## src/hw/rtl/stereo_voice_mixer_agc_pcm_macros.svh

```systemverilog
// ----------------------------------------------------------------------------
// stereo voice mixer assertion macros
// shared concurrent assertion forms for the mixer rtl
// ----------------------------------------------------------------------------
`ifndef STEREO_VOICE_MIXER_AGC_PCM_MACROS_SVH
`define STEREO_VOICE_MIXER_AGC_PCM_MACROS_SVH

// condition implies consequence in the same cycle
`define SVM_ASSERT_IMPL(label, clk, rst, ante, cons) \
   label: assert property (@(posedge clk) disable iff (rst) (ante) |-> (cons)) \
      else $error("svm assertion failed");

// condition implies consequence in the next cycle
`define SVM_ASSERT_NEXT(label, clk, rst, ante, cons) \
   label: assert property (@(posedge clk) disable iff (rst) (ante) |=> (cons)) \
      else $error("svm assertion failed");

`endif

```

## src/hw/rtl/svm_pkg.sv

```systemverilog
// ----------------------------------------------------------------------------
// svm_pkg
// types, constants and helpers shared by the stereo voice mixer
// ----------------------------------------------------------------------------
package svm_pkg;

   localparam int MAX_FRAMES = 64;
   localparam int MAX_VOICES = 16;

   localparam int FRAME_W = (MAX_FRAMES > 1) ? $clog2(MAX_FRAMES) : 1;
   localparam int VOICE_W = (MAX_VOICES > 1) ? $clog2(MAX_VOICES) : 1;
   localparam int FCNT_W  = $clog2(MAX_FRAMES + 1);
   localparam int VCNT_W  = $clog2(MAX_VOICES + 1);

   localparam int SAMPLE_W   = 16;
   localparam int PCM_W      = 16;
   localparam int SUM_W      = 20;
   localparam int GAIN_W     = 17;
   localparam int VOICES_CFG_W = 5;
   localparam int FRAMES_CFG_W = 7;
   localparam int CSR_IDX_W  = 3;
   localparam int CSR_DATA_W = 17;

   localparam int G_W     = 33;   // product of two gains, up to 2^32
   localparam int G_LO_W  = 17;
   localparam int MUL_A_W = 20;
   localparam int MUL_B_W = 17;
   localparam int MUL_W   = MUL_A_W + MUL_B_W;
   localparam int PP_W    = MUL_W + G_LO_W;
   localparam int PP10_W  = PP_W + 4;

   localparam int DIV_W   = 31;
   localparam int DVS_W   = 21;
   localparam int DCNT_W  = $clog2(DIV_W + 1);

   localparam logic [GAIN_W-1:0]  GAIN_ONE   = GAIN_W'(65536);
   localparam logic [DIV_W-1:0]   SCALE_NUM  = DIV_W'(58982 * 32768);
   localparam logic [PP10_W-1:0]  AGC_THRESH = PP10_W'(9) << 47;
   localparam logic [MUL_B_W-1:0] PCM_FULL   = MUL_B_W'(32767);
   localparam logic [DIV_W-1:0]   PCM_NEG_LIM = DIV_W'(32768);
   localparam logic [DIV_W-1:0]   PCM_POS_LIM = DIV_W'(32767);

   typedef enum logic [CSR_IDX_W-1:0] {
      CSR_MASTER_GAIN    = 3'd0,
      CSR_MIX_GAIN_LEFT  = 3'd1,
      CSR_MIX_GAIN_RIGHT = 3'd2,
      CSR_AGC_ENABLE     = 3'd3,
      CSR_RECORD_ENABLE  = 3'd4,
      CSR_ACTIVE_VOICES  = 3'd5,
      CSR_BLOCK_FRAMES   = 3'd6
   } csr_idx_type;

   typedef struct packed {
      logic [GAIN_W-1:0]       master_gain;
      logic [GAIN_W-1:0]       mix_gain_left;
      logic [GAIN_W-1:0]       mix_gain_right;
      logic                    agc_enable;
      logic                    record_enable;
      logic [VOICES_CFG_W-1:0] active_voices;
      logic [FRAMES_CFG_W-1:0] block_frames;
   } cfg_type;

   typedef struct packed {
      logic signed [SAMPLE_W-1:0] voice_left;
      logic signed [SAMPLE_W-1:0] voice_right;
      logic [FRAME_W-1:0]         frame_idx;
      logic                       first_voice;
      logic                       frame_end;
      logic                       block_end;
   } item_type;

   typedef struct packed {
      logic             start;
      logic [DIV_W-1:0] dividend;
      logic [DVS_W-1:0] divisor;
   } div_req_type;

   typedef struct packed {
      logic             done;
      logic [DIV_W-1:0] quotient;
   } div_rsp_type;

   typedef enum logic [4:0] {
      ST_IDLE, ST_ACC, ST_GL, ST_GR, ST_GW,
      ST_PK0, ST_PK1, ST_PK2, ST_PKDIV,
      ST_ERD, ST_E0, ST_E1, ST_E2, ST_E3, ST_E3B, ST_E4, ST_E5, ST_EDIV, ST_EOUT
   } back_state_type;

   function automatic logic [GAIN_W-1:0] clamp_gain(input logic [GAIN_W-1:0] g);
      return (g > GAIN_ONE) ? GAIN_ONE : g;
   endfunction

   function automatic logic [VCNT_W-1:0] eff_voices(input logic [VOICES_CFG_W-1:0] v);
      logic [VCNT_W-1:0] r;
      if (v == '0) r = VCNT_W'(1);
      else if (int'(v) > MAX_VOICES) r = VCNT_W'(MAX_VOICES);
      else r = VCNT_W'(v);
      return r;
   endfunction

   function automatic logic [FCNT_W-1:0] eff_frames(input logic [FRAMES_CFG_W-1:0] f);
      logic [FCNT_W-1:0] r;
      if (f == '0) r = FCNT_W'(1);
      else if (int'(f) > MAX_FRAMES) r = FCNT_W'(MAX_FRAMES);
      else r = FCNT_W'(f);
      return r;
   endfunction

endpackage

```

## src/hw/rtl/svm_queue.sv

```systemverilog
// ----------------------------------------------------------------------------
// svm_queue
// two-entry queue of tagged samples between front and back
// ----------------------------------------------------------------------------
module svm_queue
   import svm_pkg::*;
(
   input  logic     clock,
   input  logic     reset,
   input  logic     push,
   input  item_type push_item,
   output logic     full,
   input  logic     pop,
   output logic     valid,
   output item_type head
);

   item_type   entry_ff [2];
   logic       wr_ptr_ff, wr_ptr_in;
   logic       rd_ptr_ff, rd_ptr_in;
   logic [1:0] count_ff, count_in;

   assign full  = (count_ff == 2'd2);
   assign valid = (count_ff != 2'd0);
   assign head  = entry_ff[rd_ptr_ff];

   always_comb begin
      wr_ptr_in = push ? !wr_ptr_ff : wr_ptr_ff;
      rd_ptr_in = pop ? !rd_ptr_ff : rd_ptr_ff;
      count_in  = count_ff + 2'(push) - 2'(pop);
   end

   always_ff @(posedge clock) begin
      if (reset) begin
         wr_ptr_ff <= 1'b0;
         rd_ptr_ff <= 1'b0;
         count_ff  <= 2'd0;
      end else begin
         wr_ptr_ff <= wr_ptr_in;
         rd_ptr_ff <= rd_ptr_in;
         count_ff  <= count_in;
      end
   end

   always_ff @(posedge clock) begin
      if (push) begin
         entry_ff[wr_ptr_ff] <= push_item;
      end
   end

endmodule

```

## config.mk

```make
export PLATFORM = sky130hd
export DESIGN_NAME = svm_queue
export DESIGN_NICKNAME = d
export VERILOG_FILES = /design/src/hw/rtl/stereo_voice_mixer_agc_pcm_macros.svh /design/src/hw/rtl/svm_pkg.sv /design/src/hw/rtl/svm_queue.sv
export SDC_FILE = /design/constraint.sdc
export NUM_CORES = 1
export LEC_CHECK = 0
export ABC_CLOCK_PERIOD_IN_PS = 3650
export BUFFER_PORTS_ARGS = -buffer_cell sky130_fd_sc_hd__buf_2
export CAP_MARGIN = 20
export CELL_PAD_IN_SITES_DETAIL_PLACEMENT = 0
export CELL_PAD_IN_SITES_GLOBAL_PLACEMENT = 1
export CORE_AREA = 2 2 91 93
export DETAILED_ROUTE_END_ITERATION = 8
export DIE_AREA = 0 0 93 95
export PLACE_DENSITY_LB_ADDON = 0.3
export SETUP_SLACK_MARGIN = 0.2
export SLEW_MARGIN = 20
export SYNTH_ARGS = -nofsm -noshare
export SYNTH_HDL_FRONTEND = slang
export SYNTH_SLANG_ARGS = --single-unit
```

## constraint.sdc

```tcl
create_clock -name clock -period 3.65 [get_ports clock]
set_clock_uncertainty 0.2 [all_clocks]
set_input_delay 0.1825 -clock clock [delete_from_list [all_inputs] [get_ports clock]]
set_output_delay 0.1825 -clock clock [all_outputs]
set_load 0.01 [all_outputs]
```

==> summary.md <==
| Metric | Value |
|---|---|
| CTS tree | `done` |
| Netlist cell types | `14` |
| Status | `finished, final reports clean` |
| First-pass GRT wire length | `between 8 and 9 mm` |
| Full die area | `about 8800 um2` |
| H-tree levels | `3` |
| Vias/cell | `~4.4` |
| Crit Path Max Fanout | `25` |
| Seq/Total Area, Yosys | `75.71%` |
| ANT cells | `0` |
| Final #Nets | `~340` |
| P_leak | `about 1.8 nW` |
| Final wirelength | `5.422 mm` |
| Initial Util | `42.69%` |
| Tot Pwr | `around 2.1 mW` |
| Top post-synthesis cells by area | `edfxtp_1 73%, mux2_4 18%, dfxtp_1 3.0%` |
| Hold Worst Slack | `between 0.3 and 0.4 ns` |
| Top_reg_cell synth | `edfxtp_1` |
| Die Span Y | `95 um` |
| EDFF count, synth | `between 80 and 90` |
| Core ar. | `7928 um2` |
| Max_cap viols | `0` |
| GR Overflow Total | `0` |
| Setup CP Type | `register to output pin` |
| Num ports | `88` |
| Port buffer count | `87` |
| Count leader, synth | `edfxtp_1` |
| Reg2Reg Setup Slack | `~1.8 ns` |
| Gpl congestion | `around 0.75` |
| Worst Setup End Kind | `output pin` |
| Max Freq | `between 0.4 and 0.5 GHz` |
| DP HPWL | `between 3 and 4 mm` |
| Power per Cell Area | `470.0 nW/um2` |
| DRC | `0` |
| Hold Buf Count CTS | `between 40 and 50` |
| Worst setup margin | `1.216 ns` |
| Slew headroom | `roughly a third` |
| Yosys top cell by area | `edfxtp_1` |
| Endpoints failing setup | `0` |
| Minimum clock period | `about 2.4 ns` |
| Wirelength per Cell | `between 10 and 15 um` |
| Crit path arrival time | `2.05 ns` |
| Antenna violations before repair | `0` |
| Design Area, Final | `4516 um2` |
| Layout Cells excl Fill | `399` |
| Async set or reset register ratio after synthesis | `0%` |
| Routed vias | `approximately 1800` |
| Avg Inst Size Synth | `roughly 23 um2` |
| GRT Resource Usage Total | `approximately 13%` |
| # rows | `33` |
| Worst hold-check path type | `register to register` |
| Syn Inst Count | `about 150` |
| Placed cells | `~340` |
| Layout fillers | `between 600 and 700` |
| Synth cell count leaders | `82 x edfxtp_1, 40 x mux2_4, 5 x dfxtp_1` |
| Vias in the first global route | `1759` |
| Maximum VDD drop | `roughly 0.26 mV` |
| Synthesis Warnings | `0` |
| CTS root buf | `clkbuf_8` |
| Mapped Nets | `just under 200` |
| Setup_tns | `0 ns` |
| Die X | `93 um` |
| Max Slew Vio Count | `0` |
| #FFs+latches synth | `87` |
| Tcrit/Tclk final | `around 67%` |
| DP Worst Slack | `roughly 1.5 ns` |
| Share of the synthesized area in the top cell type | `a little over 70%` |
| DRT Pass-1 Iters | `4` |
| Final hold violation count | `0` |
| Clock Latency Late Sink | `around 0.33 ns` |
| Number of antenna-violating nets in the routed design | `0` |
| Num CTS Buffers | `9` |
| Fin util | `~57%` |
| P&R area growth vs syn | `33.42%` |
| CTS Sinks | `slightly below 90` |
| Clock-pin slew on the worst setup and hold paths | `0.07 ns` |
| Clock Path Buffers | `2` |
| Cts repair resizes | `0` |
| Synthesized area | `around 3400 um2` |
| Crit path launch type | `register` |
| RSZ-0062 raised after global routing | `no` |
| DR iter-0 viols | `between 70 and 80` |
| Dpl cell area | `between 3000 and 4000 um2` |
| CP required | `around 3.3 ns` |
| Least-Margin Pin Slew | `1.001 ns` |
| Largest net degree at the start of global routing | `42` |
| Share of cells above drive strength 1 | `50.00%` |
| Post-CTS Setup Repair Bufs | `0` |
path summary, 6_finish.rpt:
check             cells after the start  startpoint               to
setup / recovery                      3    register         head[13]
hold / removal                        2   rd_ptr_ff        rd_ptr_ff
setup reg to reg                      1   wr_ptr_ff  entry_ff[1][11]
hold reg to reg                       2   rd_ptr_ff        rd_ptr_ff
final cells by class:
type | count | area [um2] | share of cell area, %
inverter | 2 | 7.507 | 0.1663
clock inverter | 5 | 48.80 | 1.081
tap | 105 | 131.4 | 2.909
multi-input combinational | 55 | 732.0 | 16.21
sequential | 87 | 2564 | 56.77
timing repair buffer | 134 | 900.9 | 19.95
clock buffer | 11 | 131.4 | 2.909
state kept, by name, indices dropped and copies added, names as in the netlist, named ones only:
register / cells
entry_ff: 82
count_ff: 2
rd_ptr_ff: 1
wr_ptr_ff: 1
report_power, final:
| part | internal (mW) | switching, mW | leakage, nW |
|---|---|---|---|
| Combinational | 0.187 | 0.132 | 0.914 |
| Clock | 0.311 | 0.301 | 0.0945 |
| Sequential | 1.16 | 0.0283 | 0.812 |
| Total | 1.66 | 0.461 | 1.82 |
kinds of logic after synthesis:
group	share of synthesized area, %
XOR/XNOR	1.183
adder cells (fa/ha/maj)	0.7393
buffers and inverters	2.921
flip-flops	75.71
multiplexers	18.08
AND/OR/NAND/NOR	1.368
routing by layer:
metal  GRT usage, %  wire (um)
met4          5.392         98
met2          21.98       2793
met5              0          0
met3          4.310        289
met1          14.05       2241
critical path, stage by stage, from the launching register on:
cell	delay (ns)
dfxtp_2	0.70
buf_4	0.53
mux2_4	0.34
buf_2	0.14
placed cells by master (no fill, tap or decap):
master / Yosys / final
and2_2: 0 / 1
buf_2: 0 / 87
buf_4: 0 / 2
bufinv_16: 0 / 1
clkbuf_1: 0 / 2
clkbuf_8: 0 / 9
clkinv_1: 0 / 1
clkinv_2: 0 / 3
dfxtp_1: 5 / 4
dfxtp_2: 0 / 1
dlygate4sd3_1: 0 / 45
edfxtp_1: 82 / 82
ha_1: 2 / 2
inv_1: 2 / 2
mux2_2: 1 / 1
mux2_4: 40 / 40
nor2_1: 4 / 4
nor2b_1: 3 / 2
nor2b_4: 0 / 1
or2_2: 1 / 1
xnor2_1: 2 / 2
xnor3_1: 1 / 1
Note: power is estimated with default switching activity, not from simulation.
