--- src/hw/rtl/stereo_voice_mixer_agc_pcm_macros.svh ---
// ----------------------------------------------------------------------------
// stereo voice mixer assertion macros
// shared concurrent assertion forms for the mixer rtl
// ----------------------------------------------------------------------------
`ifndef STEREO_VOICE_MIXER_AGC_PCM_MACROS_SVH
`define STEREO_VOICE_MIXER_AGC_PCM_MACROS_SVH

// condition implies consequence in the same cycle
`define SVM_ASSERT_IMPL(label, clk, rst, ante, cons) \
   label: assert property (@(posedge clk) disable iff (rst) (ante) |-> (cons)) \
      else $error("svm assertion failed");

// condition implies consequence in the next cycle
`define SVM_ASSERT_NEXT(label, clk, rst, ante, cons) \
   label: assert property (@(posedge clk) disable iff (rst) (ante) |=> (cons)) \
      else $error("svm assertion failed");

`endif

--- src/hw/rtl/svm_pkg.sv ---
// ----------------------------------------------------------------------------
// svm_pkg
// types, constants and helpers shared by the stereo voice mixer
// ----------------------------------------------------------------------------
package svm_pkg;

   localparam int MAX_FRAMES = 64;
   localparam int MAX_VOICES = 16;

   localparam int FRAME_W = (MAX_FRAMES > 1) ? $clog2(MAX_FRAMES) : 1;
   localparam int VOICE_W = (MAX_VOICES > 1) ? $clog2(MAX_VOICES) : 1;
   localparam int FCNT_W  = $clog2(MAX_FRAMES + 1);
   localparam int VCNT_W  = $clog2(MAX_VOICES + 1);

   localparam int SAMPLE_W   = 16;
   localparam int PCM_W      = 16;
   localparam int SUM_W      = 20;
   localparam int GAIN_W     = 17;
   localparam int VOICES_CFG_W = 5;
   localparam int FRAMES_CFG_W = 7;
   localparam int CSR_IDX_W  = 3;
   localparam int CSR_DATA_W = 17;

   localparam int G_W     = 33;   // product of two gains, up to 2^32
   localparam int G_LO_W  = 17;
   localparam int MUL_A_W = 20;
   localparam int MUL_B_W = 17;
   localparam int MUL_W   = MUL_A_W + MUL_B_W;
   localparam int PP_W    = MUL_W + G_LO_W;
   localparam int PP10_W  = PP_W + 4;

   localparam int DIV_W   = 31;
   localparam int DVS_W   = 21;
   localparam int DCNT_W  = $clog2(DIV_W + 1);

   localparam logic [GAIN_W-1:0]  GAIN_ONE   = GAIN_W'(65536);
   localparam logic [DIV_W-1:0]   SCALE_NUM  = DIV_W'(58982 * 32768);
   localparam logic [PP10_W-1:0]  AGC_THRESH = PP10_W'(9) << 47;
   localparam logic [MUL_B_W-1:0] PCM_FULL   = MUL_B_W'(32767);
   localparam logic [DIV_W-1:0]   PCM_NEG_LIM = DIV_W'(32768);
   localparam logic [DIV_W-1:0]   PCM_POS_LIM = DIV_W'(32767);

   typedef enum logic [CSR_IDX_W-1:0] {
      CSR_MASTER_GAIN    = 3'd0,
      CSR_MIX_GAIN_LEFT  = 3'd1,
      CSR_MIX_GAIN_RIGHT = 3'd2,
      CSR_AGC_ENABLE     = 3'd3,
      CSR_RECORD_ENABLE  = 3'd4,
      CSR_ACTIVE_VOICES  = 3'd5,
      CSR_BLOCK_FRAMES   = 3'd6
   } csr_idx_type;

   typedef struct packed {
      logic [GAIN_W-1:0]       master_gain;
      logic [GAIN_W-1:0]       mix_gain_left;
      logic [GAIN_W-1:0]       mix_gain_right;
      logic                    agc_enable;
      logic                    record_enable;
      logic [VOICES_CFG_W-1:0] active_voices;
      logic [FRAMES_CFG_W-1:0] block_frames;
   } cfg_type;

   typedef struct packed {
      logic signed [SAMPLE_W-1:0] voice_left;
      logic signed [SAMPLE_W-1:0] voice_right;
      logic [FRAME_W-1:0]         frame_idx;
      logic                       first_voice;
      logic                       frame_end;
      logic                       block_end;
   } item_type;

   typedef struct packed {
      logic             start;
      logic [DIV_W-1:0] dividend;
      logic [DVS_W-1:0] divisor;
   } div_req_type;

   typedef struct packed {
      logic             done;
      logic [DIV_W-1:0] quotient;
   } div_rsp_type;

   typedef enum logic [4:0] {
      ST_IDLE, ST_ACC, ST_GL, ST_GR, ST_GW,
      ST_PK0, ST_PK1, ST_PK2, ST_PKDIV,
      ST_ERD, ST_E0, ST_E1, ST_E2, ST_E3, ST_E3B, ST_E4, ST_E5, ST_EDIV, ST_EOUT
   } back_state_type;

   function automatic logic [GAIN_W-1:0] clamp_gain(input logic [GAIN_W-1:0] g);
      return (g > GAIN_ONE) ? GAIN_ONE : g;
   endfunction

   function automatic logic [VCNT_W-1:0] eff_voices(input logic [VOICES_CFG_W-1:0] v);
      logic [VCNT_W-1:0] r;
      if (v == '0) r = VCNT_W'(1);
      else if (int'(v) > MAX_VOICES) r = VCNT_W'(MAX_VOICES);
      else r = VCNT_W'(v);
      return r;
   endfunction

   function automatic logic [FCNT_W-1:0] eff_frames(input logic [FRAMES_CFG_W-1:0] f);
      logic [FCNT_W-1:0] r;
      if (f == '0) r = FCNT_W'(1);
      else if (int'(f) > MAX_FRAMES) r = FCNT_W'(MAX_FRAMES);
      else r = FCNT_W'(f);
      return r;
   endfunction

endpackage

--- src/hw/rtl/svm_front.sv ---
// ----------------------------------------------------------------------------
// svm_front
// accepts voice samples and tags each with frame position and block end
// ----------------------------------------------------------------------------
module svm_front
   import svm_pkg::*;
(
   input  logic                       clock,
   input  logic                       reset,
   input  cfg_type                    cfg,
   input  logic                       req_valid,
   output logic                       req_ready,
   input  logic signed [SAMPLE_W-1:0] req_voice_left,
   input  logic signed [SAMPLE_W-1:0] req_voice_right,
   input  logic                       q_full,
   output logic                       q_push,
   output item_type                   q_item
);

   logic [VOICE_W-1:0] voice_cnt_ff, voice_cnt_in;
   logic [FRAME_W-1:0] frame_cnt_ff, frame_cnt_in;
   logic [VCNT_W-1:0]  voices;
   logic [FCNT_W-1:0]  frames;
   logic               frame_end, block_end;

   assign voices    = eff_voices(cfg.active_voices);
   assign frames    = eff_frames(cfg.block_frames);
   assign frame_end = (VCNT_W'(voice_cnt_ff) + VCNT_W'(1)) >= voices;
   assign block_end = frame_end && ((FCNT_W'(frame_cnt_ff) + FCNT_W'(1)) >= frames);

   assign req_ready = !q_full;
   assign q_push    = req_valid && !q_full;

   always_comb begin
      q_item.voice_left  = req_voice_left;
      q_item.voice_right = req_voice_right;
      q_item.frame_idx   = frame_cnt_ff;
      q_item.first_voice = (voice_cnt_ff == '0);
      q_item.frame_end   = frame_end;
      q_item.block_end   = block_end;
   end

   always_comb begin
      voice_cnt_in = voice_cnt_ff;
      frame_cnt_in = frame_cnt_ff;
      if (q_push) begin
         if (!frame_end) begin
            voice_cnt_in = voice_cnt_ff + VOICE_W'(1);
         end else begin
            voice_cnt_in = '0;
            frame_cnt_in = block_end ? '0 : frame_cnt_ff + FRAME_W'(1);
         end
      end
   end

   always_ff @(posedge clock) begin
      if (reset) begin
         voice_cnt_ff <= '0;
         frame_cnt_ff <= '0;
      end else begin
         voice_cnt_ff <= voice_cnt_in;
         frame_cnt_ff <= frame_cnt_in;
      end
   end

endmodule

--- config.mk ---
export PLATFORM = sky130hd
export DESIGN_NAME = svm_front
export DESIGN_NICKNAME = d
export VERILOG_FILES = /design/src/hw/rtl/stereo_voice_mixer_agc_pcm_macros.svh /design/src/hw/rtl/svm_pkg.sv /design/src/hw/rtl/svm_front.sv
export SDC_FILE = /design/constraint.sdc
export NUM_CORES = 1
export LEC_CHECK = 0
export BUFFER_PORTS_ARGS = -buffer_cell sky130_fd_sc_hd__buf_2
export CORE_AREA = 4 4 66 68
export DETAILED_ROUTE_END_ITERATION = 8
export DIE_AREA = 0 0 70 72
export PLACE_DENSITY_LB_ADDON = 0.15
export SYNTH_ARGS = -nofsm -noshare
export SYNTH_HDL_FRONTEND = slang
export SYNTH_SLANG_ARGS = --single-unit
--- constraint.sdc ---
create_clock -name clock -period 3.6 [get_ports clock]
set_clock_uncertainty 0.1 [all_clocks]
set_input_delay 0.72 -clock clock [delete_from_list [all_inputs] [get_ports clock]]
set_output_delay 0.72 -clock clock [all_outputs]
set_load 0.05 [all_outputs]
==> results_dict.tcl <==
set metrics [dict create \
    status "complete, no violations" \
    syn2layout_area_growth_pct -0.723 \
    hpwl_um 2050 \
    core_um2 3860 \
    synth.ff_latch_count 10 \
    htree_levels 1 \
    synth_edf_count 0 \
    cp_cell_sequence "nand3_1 -> nor2_1 -> xor2_1 -> ha_1 -> a21o_1 -> a221o_1 -> a31oi_4 -> nor2_1 -> buf_2" \
    cp_slowest_cell "dfxtp_1" \
    crit_fanout 6 \
    hold_violations 0 \
    multi_input_area_um2 716 \
    ant_nets 0 \
    tns_ns 0 \
    cp.arrival_ns 2.55 \
    synth_largest_area_cell "buf_4" \
    cts_tree "yes" \
    first_pass_iters 4 \
    syn_area_um2 1210 \
    setup_viol 0 \
    synth_flop_cell "dfxtp_1" \
    layout-drive-gt1-share_pct 24.8 \
    antenna_found_initial 0 \
    slowest_delay_ns 0.41 \
    worst_slew_pin_slew_ns 0.481 \
    final_nets 271 \
    ios 144 \
    switchingPower_mw 0.102 \
    postCtsSetupBuffers 0 \
    grt_pass1_vias 951 \
    port-buffer-count 26 \
    fillers 452 \
    relSlewSlack_pct 67.9 \
    cts_sinks 10 \
    ir_drop_uv 128 \
    crit_top_cell "nor2_1" \
    yosysWarnings 0 \
    fin_crit_ns 3.37 \
    pwr-share-seq_pct 36.7 \
    clkPwrFrac_pct 36.4 \
    worst_setup_path_start_kind "flop" \
    synth_top_area_share_pct 21.1 \
    syn-instance-count 157 \
    utilization_pct 31.2 \
    drv_slew 0 \
    synth_seq_area_share_pct 16.5 \
    drt_iter0_drc 29 \
    vias 991 \
    endpoint_kind "output port" \
    routedWlPerCell_um 12.4 \
    p_comb_share_pct 26.9 \
    synth_area_per_cell_um2 7.72 \
    fmax_ghz 0.297 \
    overflow 0 \
    rsz0062_at_grt "no" \
    drc 0 \
    swShare_pct 32.0 \
    p_total_mw 0.320 \
    die_w_um 70 \
    regArea_um2 201 \
    viasPerCell 4.88 \
    p_leak_nw 0.601 \
    synth_cell_types 33 \
    gp_congestion 0.698 \
    clk_latency_ns 0.24 \
    synth_nets 273 \
    period_share_pct 93.5 \
    p_int_mw 0.217 \
    grt_pass1_wl_um 4220 \
    diodes 0 \
    synth_most_common_cell "buf_4" \
    synth.area.top_cells "buf_4 (21%), dfxtp_1 (17%), ha_1 (15%)" \
    initial_core_util_pct 31.4 \
    cts_root_buf "clkbuf_8" \
    die_height_um 72 \
    critical_path_required_ns 2.78 \
    cts_hold_buf 0 \
    grt_max_degree 13 \
    powerDensity_nw_per_um2 266 \
    crit_buf_inv 1 \
    clk_path_buf_depth 2 \
    routed_wl_um 2510 \
    critical-path-top-delay-family "compound AO/OA/AOI/OAI gates" \
    synth_commonest_cells "buf_4 (34), nand2_1 (21), ha_1 (15)" \
    clk_pin_slew_worst_paths_ns 0.05 \
    cts_inserted_buffers 3 \
    min_path_type "flop to flop" \
    rows 23 \
    async_flop_share_pct 0 \
    dieArea_um2 5040 \
    maxCapViolCount 0 \
    worstSetupPathType "flop to output port" \
    track_usage_pct 9.97 \
]
## routing by layer
layer  track usage [%]  vias up  share of wire, %
met1              12.1      438                46
met3              2.91       26               6.1
met4              5.74        0               3.8
met5                 0        -                 0
li1                  -      499                 -
met2              15.8       28                45
## worst paths after layout
| kind | end | from | cells past startpoint | slack (ns) |
|---|---|---|---|---|
| worst max-delay path | q_item[0] | frame_cnt_ff[0]$_SDFFE_PP0P_ | 9 | 0.23 |
| worst min-delay path | voice_cnt_ff[1]$_SDFFE_PP0P_ | voice_cnt_ff[1]$_SDFFE_PP0P_ | 2 | 0.40 |
| worst max register to register | frame_cnt_ff[2]$_SDFFE_PP0P_ | frame_cnt_ff[0]$_SDFFE_PP0P_ | 10 | 0.93 |
| worst min register to register | voice_cnt_ff[1]$_SDFFE_PP0P_ | voice_cnt_ff[1]$_SDFFE_PP0P_ | 2 | 0.40 |
## power by group through the flow
stage                     Combinational (mW)  Clock, mW  Sequential [mW]
after detailed placement              0.0871          0            0.120
after CTS                             0.0873      0.121            0.117
after global routing                  0.0964      0.127            0.118
after global placement                0.0853          0            0.119
final                                 0.0861      0.116            0.117
after floorplan                        0.153          0            0.123
## cell usage in the layout (no fill, tap or decap), drive strengths merged, types with 3 or more instances in the layout
cell type	synthesis	final
buf	34	28
nand2	22	22
ha	15	15
inv	10	10
a21oi	10	10
dfxtp	10	10
nand3	8	8
nor2	7	7
and3	5	5
o21ai	5	5
xor2	3	3
xnor2	3	3
clkbuf	1	3
## timing repair
action / in CTS / in global routing
gates resized for setup: 0 / 1
setup endpoints to repair: 0 / 1
hold endpoints to repair: 0 / 0
## state kept, by name, indices dropped and copies added (netlist names)
name / count
frame_cnt_ff: 6
voice_cnt_ff: 4
## cell families (layout without fill, tap and decap cells)
logic type | after synthesis | count (layout) | share of synthesized area (%)
flops | 10 | 10 | 16.5
buf+inv | 45 | 41 | 24.5
compound gates | 25 | 25 | 15.6
fa+ha+maj | 15 | 15 | 15.5
simple gates | 56 | 56 | 23.6
xor+xnor | 6 | 6 | 4.34
## stage by stage
stage	worst slack, ns	cells	hold slack [ns]	area, um^2
finish	0.235	203	0.398	1200
global route	0.0664	203	0.415	1200
CTS	0.122	203	0.395	1200
detailed placement	0.352	200	0.388	1160
global placement	0.426	200	0.378	1160
floorplan	0.145	157	0.362	1210
## worst min-delay path, delay by kind of cell (launching register included)
family | cells | cell delay, ns
flops | 1 | 0.34
compound gates | 1 | 0.05
simple gates | 1 | 0.06
## area by class of cell
class                   count  share of cell area [%]
inverters                  10                    3.12
clock buffers               3                    3.43
repair buffers             28                    12.1
well taps                  50                    5.20
flip-flops and latches     10                    16.7
multi-input cells         102                    59.5
(Power assumes the default switching activity.)
